$ cat config.mk
export PLATFORM = sky130hd
export DESIGN_NAME = infix_to_postfix_converter_unit_flat
export DESIGN_NICKNAME = d
export VERILOG_FILES = /design/src/rtl/core/itp_pkg.sv /design/src/rtl/core/itp_in_if.sv /design/src/rtl/core/itp_out_if.sv /design/src/rtl/core/itp_stack.sv /design/src/rtl/core/infix_to_postfix_converter_unit.sv /design/src/flat_wrapper.sv
export SDC_FILE = /design/constraint.sdc
export NUM_CORES = 1
export LEC_CHECK = 0
export ABC_AREA = 1
export BUFFER_PORTS_ARGS = -buffer_cell sky130_fd_sc_hd__buf_2
export CORE_MARGIN = 2
export CORE_UTILIZATION = 50
export CTS_CLUSTER_SIZE = 16
export DETAILED_ROUTE_END_ITERATION = 7
export PLACE_DENSITY = 0.65
export SYNTH_ARGS = -nofsm -noshare
export SYNTH_HDL_FRONTEND = slang
export SYNTH_SLANG_ARGS = --single-unit
$ cat constraint.sdc
create_clock -name clk -period 7.29 [get_ports clk]
set_input_delay 0 -clock clk [delete_from_list [all_inputs] [get_ports clk]]
set_output_delay 0 -clock clk [all_outputs]
set_load 0.05 [all_outputs]
$ cat src/rtl/core/itp_pkg.sv
// Shared types, character constants and operator helpers for the infix to postfix converter.
// Used by itp_stack and infix_to_postfix_converter_unit; no dependencies.
package itp_pkg;

    // Default stack depth, handed to the top level parameter.
    localparam int DEF_STACK_DEPTH = 32;

    // Stored operator codes. A code of zero also marks a symbol that is no operator.
    typedef logic [2:0] op_code_t;
    localparam op_code_t CODE_OPEN = 3'd0;
    localparam op_code_t CODE_ADD  = 3'd1;
    localparam op_code_t CODE_SUB  = 3'd2;
    localparam op_code_t CODE_MUL  = 3'd3;
    localparam op_code_t CODE_DIV  = 3'd4;
    localparam op_code_t CODE_POW  = 3'd5;

    // ASCII characters that the converter treats specially.
    localparam logic [7:0] CH_OPEN  = 8'h28;
    localparam logic [7:0] CH_CLOSE = 8'h29;
    localparam logic [7:0] CH_MUL   = 8'h2A;
    localparam logic [7:0] CH_ADD   = 8'h2B;
    localparam logic [7:0] CH_SUB   = 8'h2D;
    localparam logic [7:0] CH_DIV   = 8'h2F;
    localparam logic [7:0] CH_POW   = 8'h5E;

    // Error codes carried on the output word.
    typedef logic [1:0] err_t;
    localparam err_t ERR_NONE     = 2'd0;
    localparam err_t ERR_OVERFLOW = 2'd1;
    localparam err_t ERR_CLOSE    = 2'd2;
    localparam err_t ERR_OPEN     = 2'd3;

    typedef logic [1:0] prec_t;

    // Commands from the sequencer to the stack.
    typedef struct packed {
        logic     push;     // write at the top and grow
        logic     pop;      // shrink by one
        logic     replace;  // overwrite the current top entry
        logic     rd_en;    // read the top entry as it stands after this cycle
        op_code_t wr_code;
    } stack_cmd_t;

    // Status from the stack back to the sequencer.
    typedef struct packed {
        logic     empty;
        logic     full;
        logic     single;
        op_code_t top;      // registered read data
    } stack_status_t;

    // Precedence of a stored code; the open parenthesis ranks below every operator.
    function automatic prec_t op_prec(input op_code_t code);
        prec_t p;
        case (code)
            CODE_ADD, CODE_SUB: p = 2'd1;
            CODE_MUL, CODE_DIV: p = 2'd2;
            CODE_POW:           p = 2'd3;
            default:            p = 2'd0;
        endcase
        return p;
    endfunction

    // Character emitted for a stored operator code.
    function automatic logic [7:0] op_char(input op_code_t code);
        logic [7:0] c;
        case (code)
            CODE_OPEN: c = CH_OPEN;
            CODE_ADD:  c = CH_ADD;
            CODE_SUB:  c = CH_SUB;
            CODE_MUL:  c = CH_MUL;
            CODE_DIV:  c = CH_DIV;
            CODE_POW:  c = CH_POW;
            default:   c = 8'h00;
        endcase
        return c;
    endfunction

    // Operator code of an input symbol, or CODE_OPEN when it is no operator.
    function automatic op_code_t sym_to_code(input logic [7:0] sym);
        op_code_t code;
        case (sym)
            CH_ADD:  code = CODE_ADD;
            CH_SUB:  code = CODE_SUB;
            CH_MUL:  code = CODE_MUL;
            CH_DIV:  code = CODE_DIV;
            CH_POW:  code = CODE_POW;
            default: code = CODE_OPEN;
        endcase
        return code;
    endfunction

endpackage

$ cat src/rtl/core/itp_in_if.sv
// Input channel of the converter: one infix character per word.
// No dependencies.
interface itp_in_if;
    logic       valid;
    logic       ready;
    logic [7:0] symbol;
    logic       last;

    modport source (output valid, output symbol, output last, input ready);
    modport sink (input valid, input symbol, input last, output ready);
endinterface

$ cat src/rtl/core/itp_out_if.sv
// Output channel of the converter: one postfix character or status word per word.
// No dependencies.
interface itp_out_if;
    logic       valid;
    logic       ready;
    logic [7:0] out_symbol;
    logic       has_symbol;
    logic [1:0] error;
    logic       end_of_expression;

    modport source (output valid, output out_symbol, output has_symbol, output error,
                    output end_of_expression, input ready);
    modport sink (input valid, input out_symbol, input has_symbol, input error,
                  input end_of_expression, output ready);
endinterface

$ cat src/rtl/core/itp_stack.sv
// Operator stack: a synchronous memory with registered read data and its fill count.
// Depends on itp_pkg.
module itp_stack #(
    parameter int STACK_DEPTH = itp_pkg::DEF_STACK_DEPTH
) (
    input  logic                   clk,
    input  logic                   rst_n,
    input  itp_pkg::stack_cmd_t    cmd,
    output itp_pkg::stack_status_t status
);

    localparam int CNT_W  = $clog2(STACK_DEPTH + 1);
    localparam int ADDR_W = (STACK_DEPTH > 1) ? $clog2(STACK_DEPTH) : 1;

    logic [CNT_W-1:0]    count_reg;
    logic [CNT_W-1:0]    count_next;
    logic [CNT_W-1:0]    count_m1;
    logic [CNT_W-1:0]    count_next_m1;
    logic [ADDR_W-1:0]   wr_addr;
    logic [ADDR_W-1:0]   rd_addr;
    logic                wr_en;
    itp_pkg::op_code_t   rd_data_reg;
    itp_pkg::op_code_t   mem [STACK_DEPTH];

    // Fill count update and the addresses derived from it.
    always_comb
    begin
        count_m1 = count_reg - CNT_W'(1);
        count_next = count_reg;
        if (cmd.push)
            count_next = count_reg + CNT_W'(1);
        else if (cmd.pop)
            count_next = count_m1;
        count_next_m1 = count_next - CNT_W'(1);
        wr_en   = cmd.push | cmd.replace;
        wr_addr = cmd.push ? count_reg[ADDR_W-1:0] : count_m1[ADDR_W-1:0];
        rd_addr = count_next_m1[ADDR_W-1:0];
    end

    always_ff @(posedge clk or negedge rst_n)
    begin
        if (!rst_n)
            count_reg <= '0;
        else
            count_reg <= count_next;
    end

    // Stack memory: one write and one registered read per cycle.
    always_ff @(posedge clk)
    begin
        if (wr_en)
            mem[wr_addr] <= cmd.wr_code;
        if (cmd.rd_en)
            rd_data_reg <= mem[rd_addr];
    end

    assign status.empty  = (count_reg == '0);
    assign status.full   = (count_reg == CNT_W'(STACK_DEPTH));
    assign status.single = (count_reg == CNT_W'(1));
    assign status.top    = rd_data_reg;

    // The sequencer must never push onto a full stack or take from an empty one.
    a_no_push_full: assert property (@(posedge clk) disable iff (!rst_n)
        cmd.push |-> !status.full)
        else $error("push onto a full stack");

    a_no_pop_empty: assert property (@(posedge clk) disable iff (!rst_n)
        (cmd.pop || cmd.replace) |-> !status.empty)
        else $error("pop or replace on an empty stack");

    a_count_range: assert property (@(posedge clk) disable iff (!rst_n)
        count_reg <= CNT_W'(STACK_DEPTH))
        else $error("stack count beyond depth");

endmodule

$ cat src/rtl/core/infix_to_postfix_converter_unit.sv
// Infix to postfix converter (shunting yard) built around an operator stack memory.
// Depends on itp_pkg, itp_in_if, itp_out_if and itp_stack.
//
// The unit takes one infix character per input word and sends postfix characters,
// error words and a closing end word on the output channel, one word per output
// register load. It works on one character at a time: a character is accepted in one
// cycle and handled from the next. An operand, an open parenthesis (pushed or dropped
// on overflow) or an operator that meets an empty stack is handled directly. An
// operator that meets a non-empty stack reads the top, pops and emits each entry that
// binds at least as tightly and then pushes or sends an overflow word; if its pops
// empty the stack, the push replaces the last entry in the same cycle as its pop. A
// close parenthesis reads the top and pops each entry, emitting the operators and
// dropping the matching open parenthesis; without a match it sends an error word.
// The read of the next entry overlaps the emit of the current one through the
// registered read of the stack memory. A character marked last then flushes the
// remaining entries and sends the end word.
// Cycles in which the output register is full and not taken stall the sequence.
// The stack memory needs no clearing after reset.
module infix_to_postfix_converter_unit #(
    parameter int STACK_DEPTH = itp_pkg::DEF_STACK_DEPTH
) (
    input  logic             clk,
    input  logic             rst_n,
    itp_in_if.sink           sym_in,
    itp_out_if.source        pfx_out
);

    // Sequencer states.
    localparam logic [2:0] S_IDLE  = 3'd0;
    localparam logic [2:0] S_DISP  = 3'd1;
    localparam logic [2:0] S_OPCHK = 3'd2;
    localparam logic [2:0] S_CLOSE = 3'd3;
    localparam logic [2:0] S_ERR2  = 3'd4;
    localparam logic [2:0] S_LAST  = 3'd5;
    localparam logic [2:0] S_FLUSH = 3'd6;
    localparam logic [2:0] S_END   = 3'd7;

    logic [2:0]             state_reg;
    logic [2:0]             state_next;
    logic [7:0]             sym_reg;
    logic [7:0]             sym_next;
    logic                   last_reg;
    logic                   last_next;
    logic                   open_flag_reg;
    logic                   open_flag_next;

    logic                   out_valid_reg;
    logic                   out_valid_next;
    logic [7:0]             out_sym_reg;
    logic [7:0]             out_sym_next;
    logic                   out_has_reg;
    logic                   out_has_next;
    itp_pkg::err_t          out_err_reg;
    itp_pkg::err_t          out_err_next;
    logic                   out_end_reg;
    logic                   out_end_next;

    itp_pkg::stack_cmd_t    cmd;
    itp_pkg::stack_status_t st;

    logic                   slot_free;
    logic                   emit;
    logic [7:0]             emit_sym;
    logic                   emit_has;
    itp_pkg::err_t          emit_err;
    logic                   emit_end;
    itp_pkg::op_code_t      in_code;
    logic                   is_open;
    logic                   is_close;
    logic                   is_op;
    logic                   top_wins;
    logic [2:0]             after_item;

    itp_stack #(
        .STACK_DEPTH(STACK_DEPTH)
    ) u_stack (
        .clk    (clk),
        .rst_n  (rst_n),
        .cmd    (cmd),
        .status (st)
    );

    // Character classification of the held input word.
    always_comb
    begin
        in_code    = itp_pkg::sym_to_code(sym_reg);
        is_open    = (sym_reg == itp_pkg::CH_OPEN);
        is_close   = (sym_reg == itp_pkg::CH_CLOSE);
        is_op      = (in_code != itp_pkg::CODE_OPEN);
        top_wins   = (itp_pkg::op_prec(st.top) >= itp_pkg::op_prec(in_code));
        after_item = last_reg ? S_LAST : S_IDLE;
        slot_free  = !out_valid_reg || pfx_out.ready;
    end

    // Sequencer: reads the stack top, pops, pushes and loads the output register.
    always_comb
    begin
        state_next     = state_reg;
        sym_next       = sym_reg;
        last_next      = last_reg;
        open_flag_next = open_flag_reg;
        cmd            = '0;
        emit           = 1'b0;
        emit_sym       = 8'h00;
        emit_has       = 1'b0;
        emit_err       = itp_pkg::ERR_NONE;
        emit_end       = 1'b0;
        sym_in.ready   = 1'b0;

        case (state_reg)
            S_IDLE:
            begin
                sym_in.ready = 1'b1;
                if (sym_in.valid)
                begin
                    sym_next   = sym_in.symbol;
                    last_next  = sym_in.last;
                    state_next = S_DISP;
                end
            end

            S_DISP:
            begin
                if (is_open)
                begin
                    if (!st.full)
                    begin
                        cmd.push    = 1'b1;
                        cmd.wr_code = itp_pkg::CODE_OPEN;
                        state_next  = after_item;
                    end
                    else if (slot_free)
                    begin
                        emit       = 1'b1;
                        emit_err   = itp_pkg::ERR_OVERFLOW;
                        state_next = after_item;
                    end
                end
                else if (is_op)
                begin
                    if (st.empty)
                    begin
                        cmd.push    = 1'b1;
                        cmd.wr_code = in_code;
                        state_next  = after_item;
                    end
                    else
                    begin
                        cmd.rd_en  = 1'b1;
                        state_next = S_OPCHK;
                    end
                end
                else if (is_close)
                begin
                    if (st.empty)
                        state_next = S_ERR2;
                    else
                    begin
                        cmd.rd_en  = 1'b1;
                        state_next = S_CLOSE;
                    end
                end
                else if (slot_free)
                begin
                    emit       = 1'b1;
                    emit_sym   = sym_reg;
                    emit_has   = 1'b1;
                    state_next = after_item;
                end
            end

            // Pop while the top binds at least as tightly, then push the operator (or send an overflow word when full).
            S_OPCHK:
            begin
                if (top_wins)
                begin
                    if (slot_free)
                    begin
                        emit     = 1'b1;
                        emit_sym = itp_pkg::op_char(st.top);
                        emit_has = 1'b1;
                        if (st.single)
                        begin
                            cmd.replace = 1'b1;
                            cmd.wr_code = in_code;
                            state_next  = after_item;
                        end
                        else
                        begin
                            cmd.pop   = 1'b1;
                            cmd.rd_en = 1'b1;
                        end
                    end
                end
                else if (!st.full)
                begin
                    cmd.push    = 1'b1;
                    cmd.wr_code = in_code;
                    state_next  = after_item;
                end
                else if (slot_free)
                begin
                    emit       = 1'b1;
                    emit_err   = itp_pkg::ERR_OVERFLOW;
                    state_next = after_item;
                end
            end

            // Pop down to the matching open parenthesis, which is dropped; without one, an error word follows.
            S_CLOSE:
            begin
                if (st.top == itp_pkg::CODE_OPEN)
                begin
                    cmd.pop    = 1'b1;
                    state_next = after_item;
                end
                else if (slot_free)
                begin
                    emit     = 1'b1;
                    emit_sym = itp_pkg::op_char(st.top);
                    emit_has = 1'b1;
                    cmd.pop  = 1'b1;
                    if (st.single)
                        state_next = S_ERR2;
                    else
                        cmd.rd_en = 1'b1;
                end
            end

            S_ERR2:
            begin
                if (slot_free)
                begin
                    emit       = 1'b1;
                    emit_err   = itp_pkg::ERR_CLOSE;
                    state_next = after_item;
                end
            end

            S_LAST:
            begin
                open_flag_next = 1'b0;
                if (st.empty)
                    state_next = S_END;
                else
                begin
                    cmd.rd_en  = 1'b1;
                    state_next = S_FLUSH;
                end
            end

            // Final flush: operators are emitted, open parentheses only flagged.
            S_FLUSH:
            begin
                if (st.top == itp_pkg::CODE_OPEN || slot_free)
                begin
                    if (st.top == itp_pkg::CODE_OPEN)
                        open_flag_next = 1'b1;
                    else
                    begin
                        emit     = 1'b1;
                        emit_sym = itp_pkg::op_char(st.top);
                        emit_has = 1'b1;
                    end
                    cmd.pop = 1'b1;
                    if (st.single)
                        state_next = S_END;
                    else
                        cmd.rd_en = 1'b1;
                end
            end

            S_END:
            begin
                if (slot_free)
                begin
                    emit       = 1'b1;
                    emit_err   = open_flag_reg ? itp_pkg::ERR_OPEN : itp_pkg::ERR_NONE;
                    emit_end   = 1'b1;
                    state_next = S_IDLE;
                end
            end

            default:
            begin
                state_next = S_IDLE;
            end
        endcase
    end

    // Output register loads.
    always_comb
    begin
        out_valid_next = out_valid_reg && !pfx_out.ready;
        out_sym_next   = out_sym_reg;
        out_has_next   = out_has_reg;
        out_err_next   = out_err_reg;
        out_end_next   = out_end_reg;
        if (emit)
        begin
            out_valid_next = 1'b1;
            out_sym_next   = emit_sym;
            out_has_next   = emit_has;
            out_err_next   = emit_err;
            out_end_next   = emit_end;
        end
    end

    always_ff @(posedge clk or negedge rst_n)
    begin
        if (!rst_n)
        begin
            state_reg     <= S_IDLE;
            open_flag_reg <= 1'b0;
            out_valid_reg <= 1'b0;
        end
        else
        begin
            state_reg     <= state_next;
            open_flag_reg <= open_flag_next;
            out_valid_reg <= out_valid_next;
        end
    end

    always_ff @(posedge clk)
    begin
        sym_reg     <= sym_next;
        last_reg    <= last_next;
        out_sym_reg <= out_sym_next;
        out_has_reg <= out_has_next;
        out_err_reg <= out_err_next;
        out_end_reg <= out_end_next;
    end

    assign pfx_out.valid             = out_valid_reg;
    assign pfx_out.out_symbol        = out_sym_reg;
    assign pfx_out.has_symbol        = out_has_reg;
    assign pfx_out.error             = out_err_reg;
    assign pfx_out.end_of_expression = out_end_reg;

    // A word without a character carries a zero symbol.
    a_empty_word_zero: assert property (@(posedge clk) disable iff (!rst_n)
        (out_valid_reg && !out_has_reg) |-> (out_sym_reg == 8'h00))
        else $error("status word with a nonzero symbol");

    // Character words never carry an error or the end mark.
    a_char_word_clean: assert property (@(posedge clk) disable iff (!rst_n)
        (out_valid_reg && out_has_reg) |->
            (out_err_reg == itp_pkg::ERR_NONE) && !out_end_reg)
        else $error("character word with error or end mark");

    // The output register is never overwritten while it still holds an untaken word.
    a_no_overwrite: assert property (@(posedge clk) disable iff (!rst_n)
        (out_valid_reg && !pfx_out.ready) |-> !emit)
        else $error("output word overwritten before it was taken");

endmodule
$ cat src/flat_wrapper.sv
// flat-port wrapper written by rule: the top's interface ports become plain ports
module infix_to_postfix_converter_unit_flat 
#(
    parameter int STACK_DEPTH = itp_pkg::DEF_STACK_DEPTH
)
  (clk, rst_n, sym_in_valid, sym_in_symbol, sym_in_last, sym_in_ready, pfx_out_valid, pfx_out_out_symbol, pfx_out_has_symbol, pfx_out_error, pfx_out_end_of_expression, pfx_out_ready);
  itp_in_if sym_in_i ();
  itp_out_if pfx_out_i ();
  input  logic clk;
  input  logic rst_n;
  input wire logic [$bits(sym_in_i.valid)-1:0] sym_in_valid;
  input wire logic [$bits(sym_in_i.symbol)-1:0] sym_in_symbol;
  input wire logic [$bits(sym_in_i.last)-1:0] sym_in_last;
  output wire logic [$bits(sym_in_i.ready)-1:0] sym_in_ready;
  output wire logic [$bits(pfx_out_i.valid)-1:0] pfx_out_valid;
  output wire logic [$bits(pfx_out_i.out_symbol)-1:0] pfx_out_out_symbol;
  output wire logic [$bits(pfx_out_i.has_symbol)-1:0] pfx_out_has_symbol;
  output wire logic [$bits(pfx_out_i.error)-1:0] pfx_out_error;
  output wire logic [$bits(pfx_out_i.end_of_expression)-1:0] pfx_out_end_of_expression;
  input wire logic [$bits(pfx_out_i.ready)-1:0] pfx_out_ready;
  assign sym_in_i.valid = sym_in_valid;
  assign sym_in_i.symbol = sym_in_symbol;
  assign sym_in_i.last = sym_in_last;
  assign sym_in_ready = sym_in_i.ready;
  assign pfx_out_valid = pfx_out_i.valid;
  assign pfx_out_out_symbol = pfx_out_i.out_symbol;
  assign pfx_out_has_symbol = pfx_out_i.has_symbol;
  assign pfx_out_error = pfx_out_i.error;
  assign pfx_out_end_of_expression = pfx_out_i.end_of_expression;
  assign pfx_out_i.ready = pfx_out_ready;
  infix_to_postfix_converter_unit #(.STACK_DEPTH(STACK_DEPTH)) u_core (.clk(clk), .rst_n(rst_n), .sym_in(sym_in_i), .pfx_out(pfx_out_i));
endmodule
==> results of run 1 <==
-- worst max-delay path, stage by stage, from the launching register on --
cell and delay (ns):
sky130_fd_sc_hd__edfxtp_1 0.41, sky130_fd_sc_hd__inv_2 0.09, sky130_fd_sc_hd__nand2_1 0.07, sky130_fd_sc_hd__nor2_1 0.10, sky130_fd_sc_hd__nand3_1 0.18, sky130_fd_sc_hd__and3_1 0.21
sky130_fd_sc_hd__ha_1 0.29, sky130_fd_sc_hd__nand2_1 0.05, sky130_fd_sc_hd__nand3_1 0.17, sky130_fd_sc_hd__inv_1 0.14, sky130_fd_sc_hd__nand2_1 0.09, sky130_fd_sc_hd__nand2_2 0.08
sky130_fd_sc_hd__nand2_4 0.13, sky130_fd_sc_hd__nand2_8 0.13, sky130_fd_sc_hd__nand2_4 0.15, sky130_fd_sc_hd__nand2_4 0.31, sky130_fd_sc_hd__ha_1 0.98, sky130_fd_sc_hd__inv_1 0.58
sky130_fd_sc_hd__nand3_1 0.22, sky130_fd_sc_hd__nand3_1 0.10, sky130_fd_sc_hd__nand3_1 0.11, sky130_fd_sc_hd__nand2_1 0.06, sky130_fd_sc_hd__nand2_1 0.05, sky130_fd_sc_hd__nand2_1 0.07
-- per-layer routing --
metal	share of wire	up-vias	GRT usage
li1	-	2648	-
met1	0.41	2532	0.258
met2	0.51	185	0.409
met3	0.044	51	0.0457
met4	0.035	0	0.123
met5	0	-	0
-- cell type report --
cell class              instances  share of cell area
clock buffers                  19              0.0538
clock inverters                13              0.0225
inverters                     146              0.0686
multi-input cells             488               0.313
flip-flops and latches        131               0.482
well taps                     180              0.0280
repair buffers                 40              0.0326
-- per-stage QoR --
stage | instance area [um2] | util | power (W) | hold slack, ns | setup slack (ns)
global route | 8050 | 0.580 | 0.00412 | 0.0932 | 1.75
global placement | 7320 | 0.528 | 0.00292 | -0.0958 | 2.51
detailed placement | 7320 | 0.528 | 0.00295 | -0.103 | 2.33
floorplan | 7100 | - | 0.00260 | -0.296 | 3.71
finish | 8050 | 0.580 | 0.00385 | 0.0518 | 2.24
CTS | 8050 | 0.580 | 0.00385 | 0.0413 | 2.30
-- cell usage in the layout (no fill, tap or decap), types with 4 or more instances in the layout --
master / synthesis / final
sky130_fd_sc_hd__edfxtp_1: 120 / 120
sky130_fd_sc_hd__o211ai_1: 5 / 5
sky130_fd_sc_hd__inv_1: 133 / 133
sky130_fd_sc_hd__xor2_1: 7 / 7
sky130_fd_sc_hd__clkbuf_16: 0 / 17
sky130_fd_sc_hd__bufinv_16: 0 / 4
sky130_fd_sc_hd__inv_2: 11 / 11
sky130_fd_sc_hd__a21oi_1: 6 / 6
sky130_fd_sc_hd__nor2_1: 63 / 60
sky130_fd_sc_hd__nand2_2: 9 / 9
sky130_fd_sc_hd__nand3_2: 7 / 7
sky130_fd_sc_hd__nand3b_1: 7 / 7
sky130_fd_sc_hd__buf_2: 8 / 26
sky130_fd_sc_hd__dfrtp_1: 11 / 11
sky130_fd_sc_hd__nand2_4: 7 / 7
sky130_fd_sc_hd__o21ai_0: 24 / 24
sky130_fd_sc_hd__nand3_1: 110 / 110
sky130_fd_sc_hd__o21ai_1: 4 / 4
sky130_fd_sc_hd__nor3_1: 8 / 8
sky130_fd_sc_hd__ha_1: 6 / 6
sky130_fd_sc_hd__nor2_2: 5 / 8
sky130_fd_sc_hd__clkinvlp_4: 0 / 4
sky130_fd_sc_hd__nand2_1: 188 / 188
sky130_fd_sc_hd__dlygate4sd3_1: 0 / 11
sky130_fd_sc_hd__nor2_4: 4 / 4
-- path summary, 6_finish.rpt --
kind	startpoint	endpoint	slack, ns	cells past startpoint
worst max-delay path	u_core.sym_reg[0]	u_core.u_stack.rd_data_reg[1]	2.24	23
worst min-delay path	pfx_out_ready	u_core.pfx_out.end_of_expression	0.05	3
worst max register to register	u_core.sym_reg[0]	u_core.u_stack.rd_data_reg[1]	2.24	23
worst min register to register	u_core.open_flag_reg	u_core.open_flag_reg	0.49	2
max in group asynchronous	rst_n	u_core.u_stack.count_reg[1]	6.25	3
min in group asynchronous	rst_n	u_core.state_reg[1]	0.64	3
-- what timing repair did --
action | in CTS | in global routing
buffers inserted | 0 | 0
endpoints found under the hold margin | 20 | 0
hold buffers | 11 | 0
endpoints found under the setup margin | 0 | 0
-- cells by family after synthesis --
logic type | count (synthesis) | synth area share
AO/OA/AOI/OAI | 52 | 0.0460
XOR/XNOR | 9 | 0.0122
adder cells (fa/ha/maj) | 6 | 0.0106
buffers and inverters | 169 | 0.101
flip-flops | 131 | 0.546
AND/OR/NAND/NOR | 421 | 0.284
-- report_power, final --
part	switching, W	internal (W)	leakage [nW]
combinational	0.00136	0.000573	2.31
sequential	0.0000797	0.000943	1.03
clock	0.000321	0.000571	0.287
total	0.00176	0.00209	3.62
==> parameters.txt, run 1 <==
Parameter                              Value

Synth
  Count of flip-flops with a built-in enable after synthesis    120
  Most area-hungry cell type in the Yosys netlist    sky130_fd_sc_hd__edfxtp_1
  Syn nets    just over 800
  Portion of the post-synthesis area used by sequential elements    0.546
  Cell area after technology mapping    7100 um2
  Top cell types by occurrence after synthesis    sky130_fd_sc_hd__nand2_1, sky130_fd_sc_hd__inv_1, sky130_fd_sc_hd__edfxtp_1
  Asr flop ratio synth    0.0840
  Flip-flop and latch count after synthesis    131
  Synthesized area per cell    around 9 um2
  Top-area cell type share of the netlist area    0.507
  Cells taking the most area after synthesis    sky130_fd_sc_hd__edfxtp_1, sky130_fd_sc_hd__nand2_1, sky130_fd_sc_hd__nand3_1
  Number of warnings issued by yosys    0
  Prevailing post-synth register cell    sky130_fd_sc_hd__edfxtp_1
  Post-Synthesis Cells    between 700 and 800
  Number of distinct library cells after synthesis    48
  Most common cell in the netlist    sky130_fd_sc_hd__nand2_1

Power
  Leakage    3.62 nW
  Power density over the cells    478 nW/um2
  Peak supply drop    0.304 mV

Global routing
  Global-route usage over all layers    0.230
  Largest net degree at the start of global routing    53
  Antenna violations before repair    0
  First-pass GRT wire length    ~26000 um
  Via count of the first global-routing pass    5352
  Gr ovfl total    0

CTS
  Clock tree root driver cell    sky130_fd_sc_hd__clkbuf_16
  Cells resized by post-CTS repair    0
  Worst-case clock buffer depth    2
  Num CTS Buffers    17
  Clock latency of the later-clocked register in the worst-skew pair    roughly 0.42 ns
  Clk sink count    around 130
  TritonCTS clock tree    done
  H-tree level count    4
  Clock transition at the register clock pins on the worst setup and hold paths after CTS    about 0.06 ns

Finish
  Share of layout cells above drive strength 1    0.141
  Number of diodes added for antenna fixing    0
  Register cell area after layout    roughly 3900 um2
  Number of fill cells in the layout    between 1000 and 1500
  Layout overhead on the synthesized area    13.3%
  Post-route insts no fill    approximately 1000
  Flip-flop count of the largest register after layout    96
  Area of combinational cells with multiple inputs    between 2000 and 3000 um2
  Final net count    about 840

Timing
  Slew margin rel.    0.157
  Max-slew violation total from the final report    0
  Post-Route Setup TNS    0 ns
  Period Utilization, post-route    0.693
  Achievable clock frequency    198 MHz
  Worst clock skew    between 0.006 and 0.007 ns
  Minimum clock period    ~5.1 ns
  Slew @ Worst Pin    1.26 ns
  Count of endpoints failing hold in the final timing report    0
  Total of endpoints with negative setup slack in the final report    0
  Unrepaired setup endpoints after global routing    false

Drt
  Final WL    16300 um
  Post-detailed-route via-to-cell ratio    ~5.3
  Total via count after detailed routing    between 5000 and 6000
  Initial DRT Pass Iterations    5
  Number of DRC violations after detailed-routing iteration 0    501
  DRC violation count after routing    0
  Avg WL per Cell    16.0 um
  Remaining antenna violation count    0

Floorplanning
  Floorplan row count    43
  DIE AREA    15200 um2
  Starting density of the core    0.512
  Top-Level Pins    27
  Die W    between 100 and 150 um
  Die height    ~120 um
  Core outline area    about 14000 um2

Placed design
  Total half-perimeter wirelength after legalization and detailed placement    11100 um
  Number of instances in the placed design    between 900 and 1000
  Gpl congestion    approximately 0.9
  Number of I/O port buffers    26

Worst setup path
  Required time reported for the critical path endpoint    roughly 7.5 ns
  Crit path max fanout    52
  Crit path launch type    flop
  CP Capture Type    flop
  Worst path arrival time    5.22 ns
  Setup Crit Path Kind    reg2reg

Run status
  Status    finished clean

Worst hold path
  Worst min-delay path class    in2reg

Job
  Number of maximum-capacitance constraint violations    0
No activity file was read; power rests on OpenSTA's default activity.
==> run 2: changes to the inputs <==
- PLACE_DENSITY: 0.65 -> 0.67
- clock period: 7.29 -> 4.5 ns (I/O delays scaled with it)
==> run 2 against run 1 <==
Effect of this change:
- via count grew 0.24%
- utilization shrank 0.16 points
- global-route usage grew 0.74 points
- worst setup slack lost 1.8 ns
- wire length grew 2.5%
- sequential share of layout area grew 0.14 points
- fmax grew 26%
- die area is the same
==> parameters.txt, run 2 (synthesized netlist as in run 1, its figures left out) <==
Parameter                              Value

Drt
  Number of DRC violations after detailed-routing iteration 0    389 (was 501)
  Total via count after detailed routing    5429 (was 5416)
  Post-detailed-route via-to-cell ratio    5.31 (was 5.33)
  DRC violation count after routing    0 (unchanged)
  Avg WL per Cell    16.3 um (was 16.0 um)
  Final WL    16700 um (was 16300 um)
  Remaining antenna violation count    0 (unchanged)
  Initial DRT Pass Iterations    5 (unchanged)

CTS
  TritonCTS clock tree    done (unchanged)
  Number of hold buffers added after cts    12 (was 11)
  Setup Buffers After CTS    0 (unchanged)
  Clk sink count    131 (unchanged)
  Num CTS Buffers    17 (unchanged)
  Worst-case clock buffer depth    2 (unchanged)
  Clock tree root driver cell    sky130_fd_sc_hd__clkbuf_16 (unchanged)
  H-tree level count    4 (unchanged)
  Clock transition at the register clock pins on the worst setup and hold paths after CTS    0.06 ns (about the same)
  Cells resized by post-CTS repair    0 (unchanged)
  Clock latency of the later-clocked register in the worst-skew pair    0.42 ns (about the same)

Power
  Leakage    3.63 nW (was 3.62 nW)
  Power density over the cells    770 nW/um2 (was 478 nW/um2)
  Peak supply drop    0.362 mV (was 0.304 mV)

Floorplanning
  Core outline area    13900 um2 (unchanged)
  Starting density of the core    0.512 (unchanged)
  Die W    123 um (unchanged)
  Floorplan row count    43 (unchanged)
  Die height    123 um (unchanged)
  DIE AREA    15200 um2 (unchanged)
  Top-Level Pins    27 (unchanged)

Global routing
  Global-route usage over all layers    0.237 (was 0.230)
  Largest net degree at the start of global routing    52 (was 53)
  Gr ovfl total    0 (unchanged)
  First-pass GRT wire length    26700 um (was 26000 um)
  Via count of the first global-routing pass    5402 (was 5352)
  Antenna violations before repair    0 (unchanged)

Job
  Number of maximum-capacitance constraint violations    0 (unchanged)

Worst setup path
  Crit path max fanout    24 (was 52)
  Worst-path cell chain    inv_2, nand2_1, nor2_2, nand2_1, and3_1, ha_1, nand2_1, nand3_1, inv_1, nand2_1, nand2_2, nand2_4, nand2_8, nand2_1, nand2_1, inv_1, ha_1, inv_1, nand3_1, nand3_1, nand3_1, nand2_1, nand2_1, nand2_1 (was inv_2, nand2_1, nor2_1, nand3_1, and3_1, ha_1, nand2_1, nand3_1, inv_1, nand2_1, nand2_2, nand2_4, nand2_8, nand2_4, nand2_4, ha_1, inv_1, nand3_1, nand3_1, nand3_1, nand2_1, nand2_1, nand2_1)
  Largest incremental delay on the critical path    0.53 ns (was 0.98 ns)
  Required time reported for the critical path endpoint    4.79 ns (was 7.46 ns)
  Combined buffer and inverter count along the critical path    4 (was 3)
  Setup Crit Path Kind    reg2reg (unchanged)
  Library cell appearing most often on the critical path    sky130_fd_sc_hd__nand2_1 (unchanged)
  Crit path launch type    flop (unchanged)
  CP delay by family, top    simple AND/OR/NAND/NOR gates (unchanged)
  Worst-path cell with the longest stage delay    sky130_fd_sc_hd__inv_1 (was sky130_fd_sc_hd__ha_1)
  CP Capture Type    flop (unchanged)
  Worst path arrival time    4.31 ns (was 5.22 ns)

Timing
  Unrepaired setup endpoints after global routing    false (unchanged)
  Achievable clock frequency    249 MHz (was 198 MHz)
  Worst clock skew    0.00823 ns (was 0.00646 ns)
  Count of endpoints failing hold in the final timing report    0 (unchanged)
  Slew @ Worst Pin    0.897 ns (was 1.26 ns)
  Period Utilization, post-route    0.893 (was 0.693)
  Slew margin rel.    0.396 (was 0.157)
  Post-Route Setup TNS    0 ns (unchanged)
  Minimum clock period    4.02 ns (was 5.05 ns)
  Max-slew violation total from the final report    0 (unchanged)
  Total of endpoints with negative setup slack in the final report    0 (unchanged)
  Smallest hold slack    0.0420 ns (was 0.0518 ns)

Finish
  Number of diodes added for antenna fixing    0 (unchanged)
  Final net count    849 (was 843)
  Flip-flop count of the largest register after layout    96 (unchanged)
  Top library cells by usage in the layout, fill and taps aside    sky130_fd_sc_hd__nand2_1, sky130_fd_sc_hd__inv_1, sky130_fd_sc_hd__edfxtp_1 (unchanged)
  Share of layout cells above drive strength 1    0.144 (was 0.141)
  Most common library cell in the layout ignoring fill and taps    sky130_fd_sc_hd__nand2_1 (unchanged)
  Layout overhead on the synthesized area    13.0% (was 13.3%)

Placed design
  Number of I/O port buffers    26 (unchanged)
  Total half-perimeter wirelength after legalization and detailed placement    11600 um (was 11100 um)
  Gpl congestion    0.915 (was 0.900)

Run status
  Status    finished clean (unchanged)

Worst hold path
  Worst min-delay path class    in2reg (unchanged)
[run 2: cell types whose count changed in the layout (fill, tap and decap cells not counted)]
cell	before	now
sky130_fd_sc_hd__clkinvlp_4	4	1
sky130_fd_sc_hd__dlygate4sd3_1	11	12
sky130_fd_sc_hd__bufinv_16	4	1
sky130_fd_sc_hd__clkinv_4	0	4
sky130_fd_sc_hd__buf_4	3	8
sky130_fd_sc_hd__clkbuf_1	2	3
sky130_fd_sc_hd__clkinv_1	1	2
[run 2: through the flow]
step	instances	setup slack, ns	area (um2)	utilization	power [W]
finish	1023	0.482	8030	0.578	0.00618
CTS	1023	0.462	8030	0.578	0.00621
detailed placement	979	0.479	7360	0.530	0.00492
floorplan	788	0.917	7100	-	0.00421
global placement	979	0.610	7360	0.530	0.00490
global route	1023	0.0948	8030	0.578	0.00664
[run 2: metal layers]
layer / wire [um] / up-vias / track usage
li1: - / 2659 / -
met1: 6790 / 2591 / 0.269
met2: 8870 / 141 / 0.431
met3: 561 / 38 / 0.0484
met4: 450 / 0 / 0.100
met5: 0 / - / 0
[run 2: power by group]
group	switching [W]	internal, W	leakage (nW)
logic	0.00227	0.000968	2.34
clock network	0.000516	0.000759	0.264
registers	0.000140	0.00153	1.03
[run 2: final cells by class]
| cell class | count | area (um2) |
|---|---|---|
| clock buffers | 20 | 437 |
| repair buffers | 46 | 310 |
| clock inverters | 12 | 108 |
| multi-input cells | 488 | 2520 |
| well taps | 180 | 225 |
| flip-flops and latches | 131 | 3880 |
| inverters | 146 | 552 |
| fillers | 1212 | 5850 |
[run 2: path summary, 6_finish.rpt]
path	start	end	slack (ns)	depth (start not counted)
max reg2reg	u_core.sym_reg[4]	u_core.u_stack.rd_data_reg[2]	0.48	24
min	pfx_out_ready	u_core.pfx_out.error[1]	0.04	3
max in group asynchronous	rst_n	u_core.state_reg[1]	2.99	4
min reg2reg	u_core.open_flag_reg	u_core.open_flag_reg	0.53	2
max	u_core.sym_reg[4]	u_core.u_stack.rd_data_reg[2]	0.48	24
min in group asynchronous	rst_n	u_core.u_stack.count_reg[5]	0.49	3
[run 2: worst min-delay path: cells and delay by family]
kind / cells / cell delay [ns]
buf+inv: 1 / 0.07
simple gates: 1 / 0.11
compound gates: 1 / 0.17
